[src/rtl/idct_pkg.sv]
// ----------------------------------------------------------------------------
// idct_pkg
// Shared types and constants of the direct-form 8x8 inverse DCT.
// ----------------------------------------------------------------------------
package idct_pkg;

  // Accumulator width of the multiply-accumulate path.
  localparam int ACC_WIDTH = 48;
  // Width of one reconstructed sample.
  localparam int SAMPLE_WIDTH = 16;
  // Largest magnitudes that fit a signed sample.
  localparam int SAT_POS_MAG = 32767;
  localparam int SAT_NEG_MAG = 32768;
  // Last index of an 8x8 block and of one 8-entry axis.
  localparam logic [5:0] LAST_INDEX = 6'd63;
  localparam logic [2:0] LAST_AXIS  = 3'd7;

  // cos(k*pi/16) for k = 0..7 in Q30; entry 0 holds 1/sqrt(2) for C(0).
  localparam logic [29:0] COS_Q30 [8] = '{
    30'd759250125, 30'd1053110176, 30'd992008094, 30'd892783698,
    30'd759250125, 30'd596538995,  30'd410903207, 30'd209476638
  };

  // Controller states.
  typedef enum logic [1:0] {
    ST_LOAD,
    ST_RUN,
    ST_DRAIN
  } state_t;

  // Commands from the controller to the datapath.
  typedef struct packed {
    logic       load;
    logic [5:0] load_addr;
    logic       issue;
    logic [5:0] term;
    logic [5:0] samp;
  } cmd_t;

  // Status from the datapath to the controller.
  typedef struct packed {
    logic out_last;
  } stat_t;

endpackage

[src/rtl/idct_ctrl.sv]
// ----------------------------------------------------------------------------
// idct_ctrl
// Controller: counts coefficients in, then steps the shared MAC through all
// 64 terms of each of the 64 samples and waits for the pipeline to drain.
// ----------------------------------------------------------------------------
module idct_ctrl (
  input  logic          clk,
  input  logic          rst,
  input  logic          start,
  output logic          busy,
  output idct_pkg::cmd_t cmd,
  input  idct_pkg::stat_t stat
);
  import idct_pkg::*;

  state_t     state, state_next;
  logic [5:0] load_count, load_count_next;
  logic [5:0] term, term_next;
  logic [5:0] samp, samp_next;

  // State and counter registers.
  always_ff @(posedge clk) begin
    if (rst) begin
      state      <= ST_LOAD;
      load_count <= '0;
      term       <= '0;
      samp       <= '0;
    end else begin
      state      <= state_next;
      load_count <= load_count_next;
      term       <= term_next;
      samp       <= samp_next;
    end
  end

  // Next state and commands.
  always_comb begin
    state_next      = state;
    load_count_next = load_count;
    term_next       = term;
    samp_next       = samp;
    busy            = 1'b1;
    cmd.load        = 1'b0;
    cmd.load_addr   = load_count;
    cmd.issue       = 1'b0;
    cmd.term        = term;
    cmd.samp        = samp;
    case (state)
      ST_LOAD: begin
        busy = 1'b0;
        if (start) begin
          cmd.load        = 1'b1;
          load_count_next = load_count + 6'd1;
          if (load_count == LAST_INDEX) begin
            term_next  = '0;
            samp_next  = '0;
            state_next = ST_RUN;
          end
        end
      end
      ST_RUN: begin
        cmd.issue = 1'b1;
        term_next = term + 6'd1;
        if (term == LAST_INDEX) begin
          samp_next = samp + 6'd1;
          if (samp == LAST_INDEX) begin
            state_next = ST_DRAIN;
          end
        end
      end
      ST_DRAIN: begin
        if (stat.out_last) begin
          state_next = ST_LOAD;
        end
      end
      default: begin
        state_next = ST_LOAD;
      end
    endcase
  end

endmodule

[src/rtl/idct_dp.sv]
// ----------------------------------------------------------------------------
// idct_dp
// Datapath: coefficient memory, basis table, one pipelined multiply-
// accumulate unit and the scaling and saturation of each finished sample.
// ----------------------------------------------------------------------------
module idct_dp #(
  parameter int COEF_WIDTH      = 12,
  parameter int TABLE_FRAC_BITS = 14
) (
  input  logic                   clk,
  input  logic                   rst,
  input  idct_pkg::cmd_t         cmd,
  input  logic [COEF_WIDTH-1:0]  coef_value,
  output idct_pkg::stat_t        stat,
  output logic                   strobe,
  output logic [idct_pkg::SAMPLE_WIDTH-1:0] sample_value,
  output logic [2:0]             sample_row,
  output logic [2:0]             sample_col,
  output logic                   block_last
);
  import idct_pkg::*;

  localparam int TW  = TABLE_FRAC_BITS + 2;
  localparam int PW  = 2 * TW + COEF_WIDTH;
  localparam int RSH = 30 - TABLE_FRAC_BITS;
  localparam int OSH = 2 * TABLE_FRAC_BITS + 2;

  // One basis entry T[x][u] in Q1.TABLE_FRAC_BITS, rounded on the magnitude.
  function automatic logic signed [TW-1:0] tab(input logic [2:0] x, input logic [2:0] u);
    logic [6:0]  prod;
    logic [4:0]  k;
    logic        neg;
    logic [30:0] m;
    prod = {3'b000, x, 1'b1} * {4'b0000, u};
    k    = prod[4:0];
    neg  = 1'b0;
    if (k > 5'd16) begin
      k = 5'd0 - k;
    end
    if (k > 5'd8) begin
      neg = 1'b1;
      k   = 5'd16 - k;
    end
    m = ({1'b0, COS_Q30[k[2:0]]} + (31'd1 << (RSH - 1))) >> RSH;
    return neg ? -TW'(m) : TW'(m);
  endfunction

  logic signed [COEF_WIDTH-1:0] mem [64];
  logic signed [COEF_WIDTH-1:0] coef_rd;
  logic signed [2*TW-1:0]       tt;
  logic signed [TW-1:0]         tx, ty;
  logic                         a_valid, a_first, a_last;
  logic [5:0]                   a_samp;
  logic signed [PW-1:0]         prod;
  logic                         b_valid, b_first, b_last;
  logic [5:0]                   b_samp;
  logic signed [ACC_WIDTH-1:0]  acc;
  logic                         c_fin;
  logic [5:0]                   c_samp;
  logic [ACC_WIDTH:0]           mag;
  logic [ACC_WIDTH:0]           q;
  logic [SAMPLE_WIDTH-1:0]      sat;

  // Coefficient memory: one write port for loading, one registered read port.
  always_ff @(posedge clk) begin
    if (cmd.load) begin
      mem[cmd.load_addr] <= coef_value;
    end
    coef_rd <= mem[cmd.term];
  end

  // Basis lookup for the current term.
  always_comb begin
    tx = tab(cmd.samp[5:3], cmd.term[5:3]);
    ty = tab(cmd.samp[2:0], cmd.term[2:0]);
  end

  // Stage A: product of the two basis entries, exact.
  always_ff @(posedge clk) begin
    tt     <= (2*TW)'(tx) * (2*TW)'(ty);
    a_samp <= cmd.samp;
    a_first <= (cmd.term == '0);
    a_last  <= (cmd.term == LAST_INDEX);
  end

  // Stage B: weight the coefficient.
  always_ff @(posedge clk) begin
    prod    <= PW'(tt) * PW'(coef_rd);
    b_samp  <= a_samp;
    b_first <= a_first;
    b_last  <= a_last;
  end

  // Stage C: accumulate, restarting on the first term of a sample.
  always_ff @(posedge clk) begin
    if (b_valid) begin
      acc <= (b_first ? '0 : acc) + ACC_WIDTH'(prod);
    end
    c_samp <= b_samp;
  end

  // Valid flags of the pipeline.
  always_ff @(posedge clk) begin
    if (rst) begin
      a_valid <= 1'b0;
      b_valid <= 1'b0;
      c_fin   <= 1'b0;
      strobe  <= 1'b0;
    end else begin
      a_valid <= cmd.issue;
      b_valid <= a_valid;
      c_fin   <= b_valid && b_last;
      strobe  <= c_fin;
    end
  end

  // Scale by the fixed shift, truncating toward zero, then saturate.
  always_comb begin
    mag = acc[ACC_WIDTH-1] ? -{acc[ACC_WIDTH-1], acc} : {acc[ACC_WIDTH-1], acc};
    q   = mag >> OSH;
    if (!acc[ACC_WIDTH-1]) begin
      sat = (q > (ACC_WIDTH+1)'(SAT_POS_MAG)) ? SAMPLE_WIDTH'(SAT_POS_MAG)
                                                : q[SAMPLE_WIDTH-1:0];
    end else begin
      sat = (q > (ACC_WIDTH+1)'(SAT_NEG_MAG)) ? SAMPLE_WIDTH'(SAT_NEG_MAG)
                                                : ~q[SAMPLE_WIDTH-1:0] + 1'b1;
    end
  end

  // Output register.
  always_ff @(posedge clk) begin
    if (c_fin) begin
      sample_value <= sat;
      sample_row   <= c_samp[5:3];
      sample_col   <= c_samp[2:0];
    end
  end

  assign block_last    = strobe && (sample_row == LAST_AXIS) && (sample_col == LAST_AXIS);
  assign stat.out_last = block_last;

endmodule

[src/rtl/idct_8x8_direct.sv]
// ----------------------------------------------------------------------------
// idct_8x8_direct
// Direct-form 8x8 two-dimensional inverse DCT with one shared MAC.
// ----------------------------------------------------------------------------
// The block takes one coefficient per cycle while busy is low and start is high,
// 64 of them in row-major order. After the sixty-fourth, busy stays high while
// a single multiply-accumulate unit works through 64 terms for each of the 64
// samples, and then while its pipeline drains. The samples leave in row-major
// order, each marked by strobe for exactly one cycle; the receiver cannot
// stall them and must take each one as it appears. Busy falls in the cycle
// after the last sample, so the single shared MAC takes no coefficients of a
// new block until the last sample of the previous block has left.
module idct_8x8_direct #(
  parameter int COEF_WIDTH      = 12,
  parameter int TABLE_FRAC_BITS = 14
) (
  input  logic                  clk,
  input  logic                  rst,
  input  logic                  start,
  output logic                  busy,
  input  logic [COEF_WIDTH-1:0] coef_value,
  output logic                  strobe,
  output logic [idct_pkg::SAMPLE_WIDTH-1:0] sample_value,
  output logic [2:0]            sample_row,
  output logic [2:0]            sample_col,
  output logic                  block_last
);
  import idct_pkg::*;

  cmd_t  cmd;
  stat_t stat;

  // Sequencing of loading and computation.
  idct_ctrl u_ctrl (
    .clk   (clk),
    .rst   (rst),
    .start (start),
    .busy  (busy),
    .cmd   (cmd),
    .stat  (stat)
  );

  // Storage and arithmetic.
  idct_dp #(
    .COEF_WIDTH      (COEF_WIDTH),
    .TABLE_FRAC_BITS (TABLE_FRAC_BITS)
  ) u_dp (
    .clk          (clk),
    .rst          (rst),
    .cmd          (cmd),
    .coef_value   (coef_value),
    .stat         (stat),
    .strobe       (strobe),
    .sample_value (sample_value),
    .sample_row   (sample_row),
    .sample_col   (sample_col),
    .block_last   (block_last)
  );

endmodule

[config.mk]
export PLATFORM = sky130hd
export DESIGN_NAME = idct_8x8_direct
export DESIGN_NICKNAME = d
export VERILOG_FILES = /design/src/rtl/idct_pkg.sv /design/src/rtl/idct_ctrl.sv /design/src/rtl/idct_dp.sv /design/src/rtl/idct_8x8_direct.sv
export SDC_FILE = /design/constraint.sdc
export NUM_CORES = 2
export LEC_CHECK = 0
export BUFFER_PORTS_ARGS = -buffer_cell sky130_fd_sc_hd__buf_2
export CAP_MARGIN = 5
export CORE_MARGIN = 2
export CORE_UTILIZATION = 27
export CTS_CLUSTER_SIZE = 24
export DETAILED_ROUTE_END_ITERATION = 7
export GPL_ROUTABILITY_DRIVEN = 0
export PLACE_DENSITY = 0.49
export SLEW_MARGIN = 20
export SYNTH_ARGS = -nofsm -noshare
export SYNTH_HDL_FRONTEND = slang
export SYNTH_SLANG_ARGS = --single-unit
[constraint.sdc]
create_clock -name clk -period 10.9 [get_ports clk]
set_clock_uncertainty 0.1 [all_clocks]
set_input_delay 2.18 -clock clk [delete_from_list [all_inputs] [get_ports clk]]
set_output_delay 2.18 -clock clk [all_outputs]
set_load 0.005 [all_outputs]
After elaboration in Yosys (flattened, before gate mapping)
Memories as Yosys holds them, arrays and structs flattened. A register that Yosys moved wholly into a read port is not among the register bits.
Cells that the tools add are included.
{"block": "word_totals", "ff_bits": 192, "mem_bits_rw": 768, "romBits": 480, "mem_count": 3}
{"block": "op_classes", "add_sub_neg": 14, "n_mul": 4, "magnitude_cmp": 8, "n_eq_ne": 12, "mux": 34, "bitwise_logic": 3, "reduce_logical": 10}
{"memory": "u_dp.mem", "depth": 64, "word_bits": 12, "rd": 1, "rd_ports_with_merged_regs": 1, "wr": 1, "line_no": "idct_dp.sv:48", "source": "logic signed [COEF_WIDTH-1:0] mem [64];"}
{"memory": "(no name shown)", "depth": 8, "word_bits": 30, "rd": 1, "rd_ports_with_merged_regs": 0, "wr": 0, "line_no": "idct_dp.sv:44", "source": "m = ({1'b0, COS_Q30[k[2:0]]} + (31'd1 << (RSH - 1))) >> RSH;"}
{"memory": "(no name shown)", "depth": 8, "word_bits": 30, "rd": 1, "rd_ports_with_merged_regs": 0, "wr": 0, "line_no": "idct_dp.sv:44"}
{"operator": "$mux 30", "count": 4}
{"operator": "$mux 16", "count": 5}
{"operator": "$add 30x16->31 const B", "count": 2}
{"operator": "$mux 49", "count": 1}
{"operator": "$neg 49->49", "count": 1}
{"operator": "$add 48x48->48", "count": 1}
{"operator": "$mux 48", "count": 1}
{"operator": "$mul 32x12->44", "count": 1}
{"operator": "$mul 16x16->32", "count": 1}
{"operator": "$neg 15->16", "count": 2}
{"operator": "$pmux 6 s2", "count": 2}
{"operator": "$gt 19x15->1 const B", "count": 1}
{"operator": "$gt 19x16->1 const B", "count": 1}
{"operator": "$add 6x1->6 const B", "count": 3}
{"operator": "$eq 6x6->1 const B", "count": 3}
{"operator": "$mux 6", "count": 3}
{"operator": "$add 16x1->16 const B", "count": 1}
{"operator": "$not 16->16", "count": 1}
{"operator": "$gt 5x4->1 const B", "count": 2}
{"operator": "$gt 5x5->1 const B", "count": 2}
{"operator": "$mul 4x3->5", "count": 2}
{"operator": "$mux 2", "count": 5}
{"operator": "$mux 5", "count": 2}
{"operator": "$sub 1x5->5 const A", "count": 2}
{"operator": "other kinds (19)", "count": 36}

Longest topological paths before layout
{"block": "depth", "depth_word": 13, "ltp_mapped": 53, "depth_no_buf": 46}

By module
A second synthesis with hierarchy kept.
{"block": "unflattened", "hier_cells": 4906, "area_unflattened_um2": 62845.3}
{"module": "idct_dp", "instances": 1, "cells_per_inst": 4780, "area_per_inst_um2": 61741.7, "seq_area_each_um2": 27446.3}
{"module": "idct_ctrl", "instances": 1, "cells_per_inst": 126, "area_per_inst_um2": 1103.6, "seq_area_each_um2": 400.4}

Worst setup path before layout
OpenSTA, ideal clock, no wires.
{"block": "synth_timing", "kind": "register -> register", "start": "register u_ctrl.term[0]", "end": "register u_dp.tt[31]", "t_arrival_ns": 11.778, "required_time_ns": 10.728, "slack_ns": -1.051, "path_stages_with_launch": 45, "path_buffers": 6, "path_cell_list": "dfxtp_1 -> clkbuf_1 -> buf_1 -> buf_1 -> clkbuf_1 -> nand2_1 -> fa_1 -> inv_1 -> ha_1 -> fa_1 -> xor2_1 -> xnor3_1 -> o21ai_0 -> mux2i_1 -> xor2_1 -> buf_2 -> inv_1 -> ha_1 -> (+9 left out) -> inv_1 -> fa_1 -> fa_1 -> fa_1 -> fa_1 -> inv_1 -> fa_1 -> inv_1 -> ha_1 -> a21o_1 -> a21o_1 -> a21o_1 -> nor2_1 -> a21oi_1 -> o41ai_1 -> o21bai_1 -> a21oi_1 -> xnor2_1"}
{"block": "synth_via", "elab_chain_cells": 13, "word_cells_on_any_way": 16}
{"element": "from (decl)", "line_no": "idct_ctrl.sv:18", "source": "logic [5:0] term, term_next;"}
{"element": "from (signal assigned)", "line_no": "idct_ctrl.sv:31", "source": "term <= term_next;"}
{"element": "$mul 4x3->5 *", "line_no": "idct_dp.sv:34", "source": "prod = {3'b000, x, 1'b1} * {4'b0000, u};"}
{"element": "$sub 1x5->5 / $gt 5x5->1 (equally long branches)", "line_no": "idct_dp.sv:38, idct_dp.sv:37"}
{"element": "$mux 5 *", "line_no": "idct_dp.sv:37", "source": "if (k > 5'd16) begin"}
{"element": "$gt 5x4->1 / $sub 1x3->3 (equally long branches)", "line_no": "idct_dp.sv:40, idct_dp.sv:42"}
{"element": "$mux 3", "line_no": "idct_dp.sv:40", "source": "if (k > 5'd8) begin"}
{"element": "$not 3->4 (implied by the code)", "line_no": "idct_dp.sv:44"}
{"element": "$mem_v2 8x30"}
{"element": "$mux 30 (implied by the code) (2 in series)", "line_no": "idct_dp.sv:44"}
{"element": "$add 30x16->31", "line_no": "idct_dp.sv:44"}
{"element": "$neg 15->16", "line_no": "idct_dp.sv:45", "source": "return neg ? -TW'(m) : TW'(m);"}
{"element": "$mux 16 *", "line_no": "idct_dp.sv:45"}
{"element": "$mul 16x16->32 *", "line_no": "idct_dp.sv:80", "source": "tt <= (2*TW)'(tx) * (2*TW)'(ty);"}
{"element": "to (signal assigned)", "line_no": "idct_dp.sv:80"}
{"element": "to (decl)", "line_no": "idct_dp.sv:50", "source": "logic signed [2*TW-1:0] tt;"}
Every way passes the cells marked *; elsewhere a longest branch is shown, timed or not. The select of a mux whose other input is x is not followed.
A chain may end at the register's enable or synchronous reset.

Worst setup path after layout
{"block": "layout_timing", "start": "register u_ctrl.term[5]", "end": "register u_dp.tt[30]"}
Same word-level chain as after synthesis.

==> flow_summary_export.csv <==
group,metric,value,unit
route,vias_per_cell,4.51,
clock_network,cts.root.buffer_cell,"clkbuf_16",
synthesis,post_synth_main_area_contributors,"edfxtp_1 (40%), fa_1 (19%), mux4_2 (9.0%)",
critical_path,timing.critical_path.max_delay_family,"adder cells",
finish,proportion_of_layout_cells_with_a_drive_suffix_above_1,13.9,%
die,dieWidth,486,um
critical_path,r2r_path_start,"u_ctrl.term[5]$_SDFFE_PP0P_",
sta,max_slew_margin,32.2,%
critical_path,crit-reg2reg-capture,"u_dp.tt[30]$_DFF_P_",
grt,gr-usage-all-layers,12.8,%
route,drc,0,
clock_network,cts.sink_count,972,
power,static_leakage,27.2,nW
critical_path,crit_type,"register to register",
synthesis,synth-edff-count,838,
die,ios,40,
route,initialDrtViolationCount,2448,
route,route.vias.total,36500,
critical_path,worst_path_max_delay_cell,"fa_1",
synthesis,synth.distinct_cells,87,
synthesis,ys_async_sr_fraction,0,%
critical_path,worst_r2r_path_depth,41,
clock_network,cts_hold_buf,0,
sta,period_needed,10.38,ns
worst_hold_path,worst_hold_path_type,"register to register",
synthesis,syn_area,0.0628,mm2
critical_path,timing.critical_path.required,11.48,ns
route,drt-wirelength-per-cell,18.6,um
die,placeableCoreArea,0.231,mm2
critical_path,worstPathArrival,10.96,ns
critical_path,endpoint_kind,"register",
synthesis,nets_in_the_synthesized_netlist,5751,
synthesis,post-synth-top-area-fraction,40.1,%
critical_path,regToRegSetupSlack,0.52,ns
grt,grt_first_pass_wirelength,236,mm
status,run_status,"finished clean",
synthesis,synth.yosys.warnings,0,
finish,final_core_utilization,30.8,%
sta,setup_violations,0,
sta,worst_slew_pin_slew,1.02,ns
worst_hold_path,whs_path_depth,0,
sta,max_freq,96.4,MHz
route,final_antenna_net_count,0,
die,area_of_the_die,0.236,mm2
synthesis,post_synth.cell_area_avg,12.8,um2
grt,grt_start_max_net_pins,144,
placed_design,placement.io_buffers,39,
finish,syn_to_final_growth,13.2,%
die,die_height,486,um
synthesis,synth.most_common_cell,"edfxtp_1",
sta,fin_crit_sh,95.2,%
critical_path,critPathMaxStageDelay,0.55,ns
synthesis,syn_inst,4885,
clock_network,htree_levels,3,
synthesis,synthFlopType,"edfxtp_1",
clock_network,clock_latency,0.77,ns
sta,drv_slew,0,
critical_path,timing.critical_path.from_type,"register",
clock_network,clkSlewWorstSetupHoldPaths,0.06,ns
critical_path,timing.critical_path.fanout_max,6,
critical_path,critical_path.n_buffers_inverters,7,
grt,globalRouteOverflowTotal,0,
clock_network,max-clock-path-buffers,3,
worst_hold_path,holdCritStartpoint,"u_dp.a_last$_DFF_P_",
route,postRouteWirelength,150,mm
grt,via_count_of_the_first_global_routing_pass,39200,
synthesis,ys_top_cells_by_count,"edfxtp_1 (838), inv_1 (702), fa_1 (608)",
clock_network,clock_buffers_created_by_tritoncts,106,
placed_design,place_hpwl,106,mm
critical_path,critPathMostFrequentCell,"fa_1",
clock_network,tritoncts,"done",
power,pwr_density_cell,179,mW/mm2
route,first_pass_iters,5,
sta,finalHoldViolations,0,
power,worst_ir_drop_vdd,0.000244,V
worst_hold_path,worstHoldEndpoint,"u_dp.b_last$_DFF_P_",
die,start_util,27.2,%
sta,fin_tns_setup,0,ns
grt,antenna_found_initial,7,
die,num_rows,176,
run,cap_violations,0,
finish,design.final.nets,5835,
synthesis,count_of_state_elements_after_synthesis,972,
synthesis,yosys.area.top_type,"edfxtp_1",
synthesis,sequential_area_share_after_synthesis,44.4,%
-- metrics by stage --
step | power [mW] | instances | hold WS, ns | cell area [um2] | worst slack (ns)
finish | 12.7 | 8085 | 0.233 | 71000 | 0.522
detailed placement | 9.05 | 7873 | 0.212 | 67100 | -0.0434
floorplan | 7.97 | 4885 | 0.210 | 62900 | 0.00337
global placement | 8.98 | 7872 | 0.217 | 67100 | 0.169
CTS | 12.9 | 8069 | 0.239 | 70800 | 0.00474
global route | 13.6 | 8084 | 0.239 | 71000 | -0.0141
-- timing repair --
item	4_1_cts	5_1_grt
endpoints found under the setup margin	0	13
resized for setup	0	24
setup buffers	0	13
-- layout make-up --
cell class / count / area (um2)
clock inverter: 71 / 905
sequential: 972 / 27900
multi-input combinational: 2985 / 31600
fill: 23000 / 160000
tap: 3026 / 3790
inverter: 704 / 2640
timing repair buffer: 200 / 1450
clock buffer: 125 / 2770
antenna: 2 / 5.00
-- worst reg2reg max path, delay by kind of cell (launching register included) --
family | cells | cell delay [ns]
flip-flops | 1 | 0.36
XOR/XNOR | 3 | 0.62
AO/OA/AOI/OAI | 14 | 2.99
AND/OR/NAND/NOR | 5 | 0.60
buffers and inverters | 7 | 0.50
adder cells (fa/ha/maj) | 12 | 5.21
-- sequential cells by signal, indices dropped and copies added, names as in the netlist --
name and cells:
u_ctrl.load_count 6, u_ctrl.samp 6, u_ctrl.state 2, u_ctrl.term 6, u_dp.a_first 1, u_dp.a_last 1
u_dp.a_samp 6, u_dp.a_valid 1, u_dp.acc 48, u_dp.b_first 1, u_dp.b_last 1, u_dp.b_samp 6
u_dp.b_valid 1, u_dp.c_fin 1, u_dp.c_samp 6, u_dp.coef_rd 12, u_dp.mem 768, u_dp.prod 44
u_dp.sample_col 3, u_dp.sample_row 3, u_dp.sample_value 16, u_dp.strobe 1, u_dp.tt 32
-- placed cells by master (no fill, tap or decap), types with 18 or more instances in the layout --
| master | count |
|---|---|
| dfxtp_1 | 126 |
| and3_1 | 26 |
| buf_2 | 40 |
| nand2b_1 | 52 |
| mux4_2 | 250 |
| xor2_1 | 42 |
| edfxtp_1 | 838 |
| nor2b_1 | 63 |
| nand2_1 | 500 |
| nor2_1 | 246 |
| ha_1 | 241 |
| nor3_1 | 22 |
| o21bai_1 | 18 |
| xnor2_1 | 127 |
| buf_4 | 154 |
| a21o_1 | 54 |
| clkinv_2 | 21 |
| and2_1 | 198 |
| a21oi_1 | 122 |
| clkbuf_16 | 108 |
| nand3_1 | 49 |
| nand4_1 | 20 |
| o21ai_0 | 89 |
| clkinv_1 | 19 |
| a31oi_1 | 22 |
| inv_1 | 702 |
| fa_1 | 606 |
-- worst max path at each step --
| stage | endpoint | slack [ns] | depth (start not counted) | start |
|---|---|---|---|---|
| floorplan | u_dp.tt[30]$_DFF_P_ | 0.003 | 48 | u_ctrl.term[3]$_SDFFE_PP0P_ |
| global placement | u_dp.tt[31]$_DFF_P_ | 0.17 | 41 | u_ctrl.term[4]$_SDFFE_PP0P_ |
| detailed placement | u_dp.tt[31]$_DFF_P_ | -0.04 | 42 | u_ctrl.term[4]$_SDFFE_PP0P_ |
| CTS | u_dp.tt[31]$_DFF_P_ | 0.005 | 42 | u_ctrl.term[4]$_SDFFE_PP0P_ |
| global route | u_dp.tt[30]$_DFF_P_ | -0.01 | 43 | u_ctrl.term[5]$_SDFFE_PP0P_ |
| finish | u_dp.tt[30]$_DFF_P_ | 0.52 | 41 | u_ctrl.term[5]$_SDFFE_PP0P_ |
-- per-layer routing --
metal | global-route usage, % | wire length [um] | up-vias
li1 | - | - | 16700
met1 | 18.0 | 70900 | 18900
met3 | 1.58 | 5970 | 169
met2 | 21.0 | 70300 | 717
met4 | 2.84 | 2740 | 2
met5 | 0 | 7 | -
-- kinds of logic after synthesis --
logic type	Yosys count	synth area share (%)
flops	972	44.4
compound gates	428	4.41
simple gates	1257	9.53
xor+xnor	178	2.53
fa+ha+maj	851	24.2
mux	271	9.32
buf+inv	928	5.61
-- power breakdown --
group / internal [mW] / switching [mW]
combinational: 2.02 / 2.66
sequential: 4.22 / 0.0380
clock: 2.21 / 1.55
Note: power is estimated with default switching activity, not from simulation.
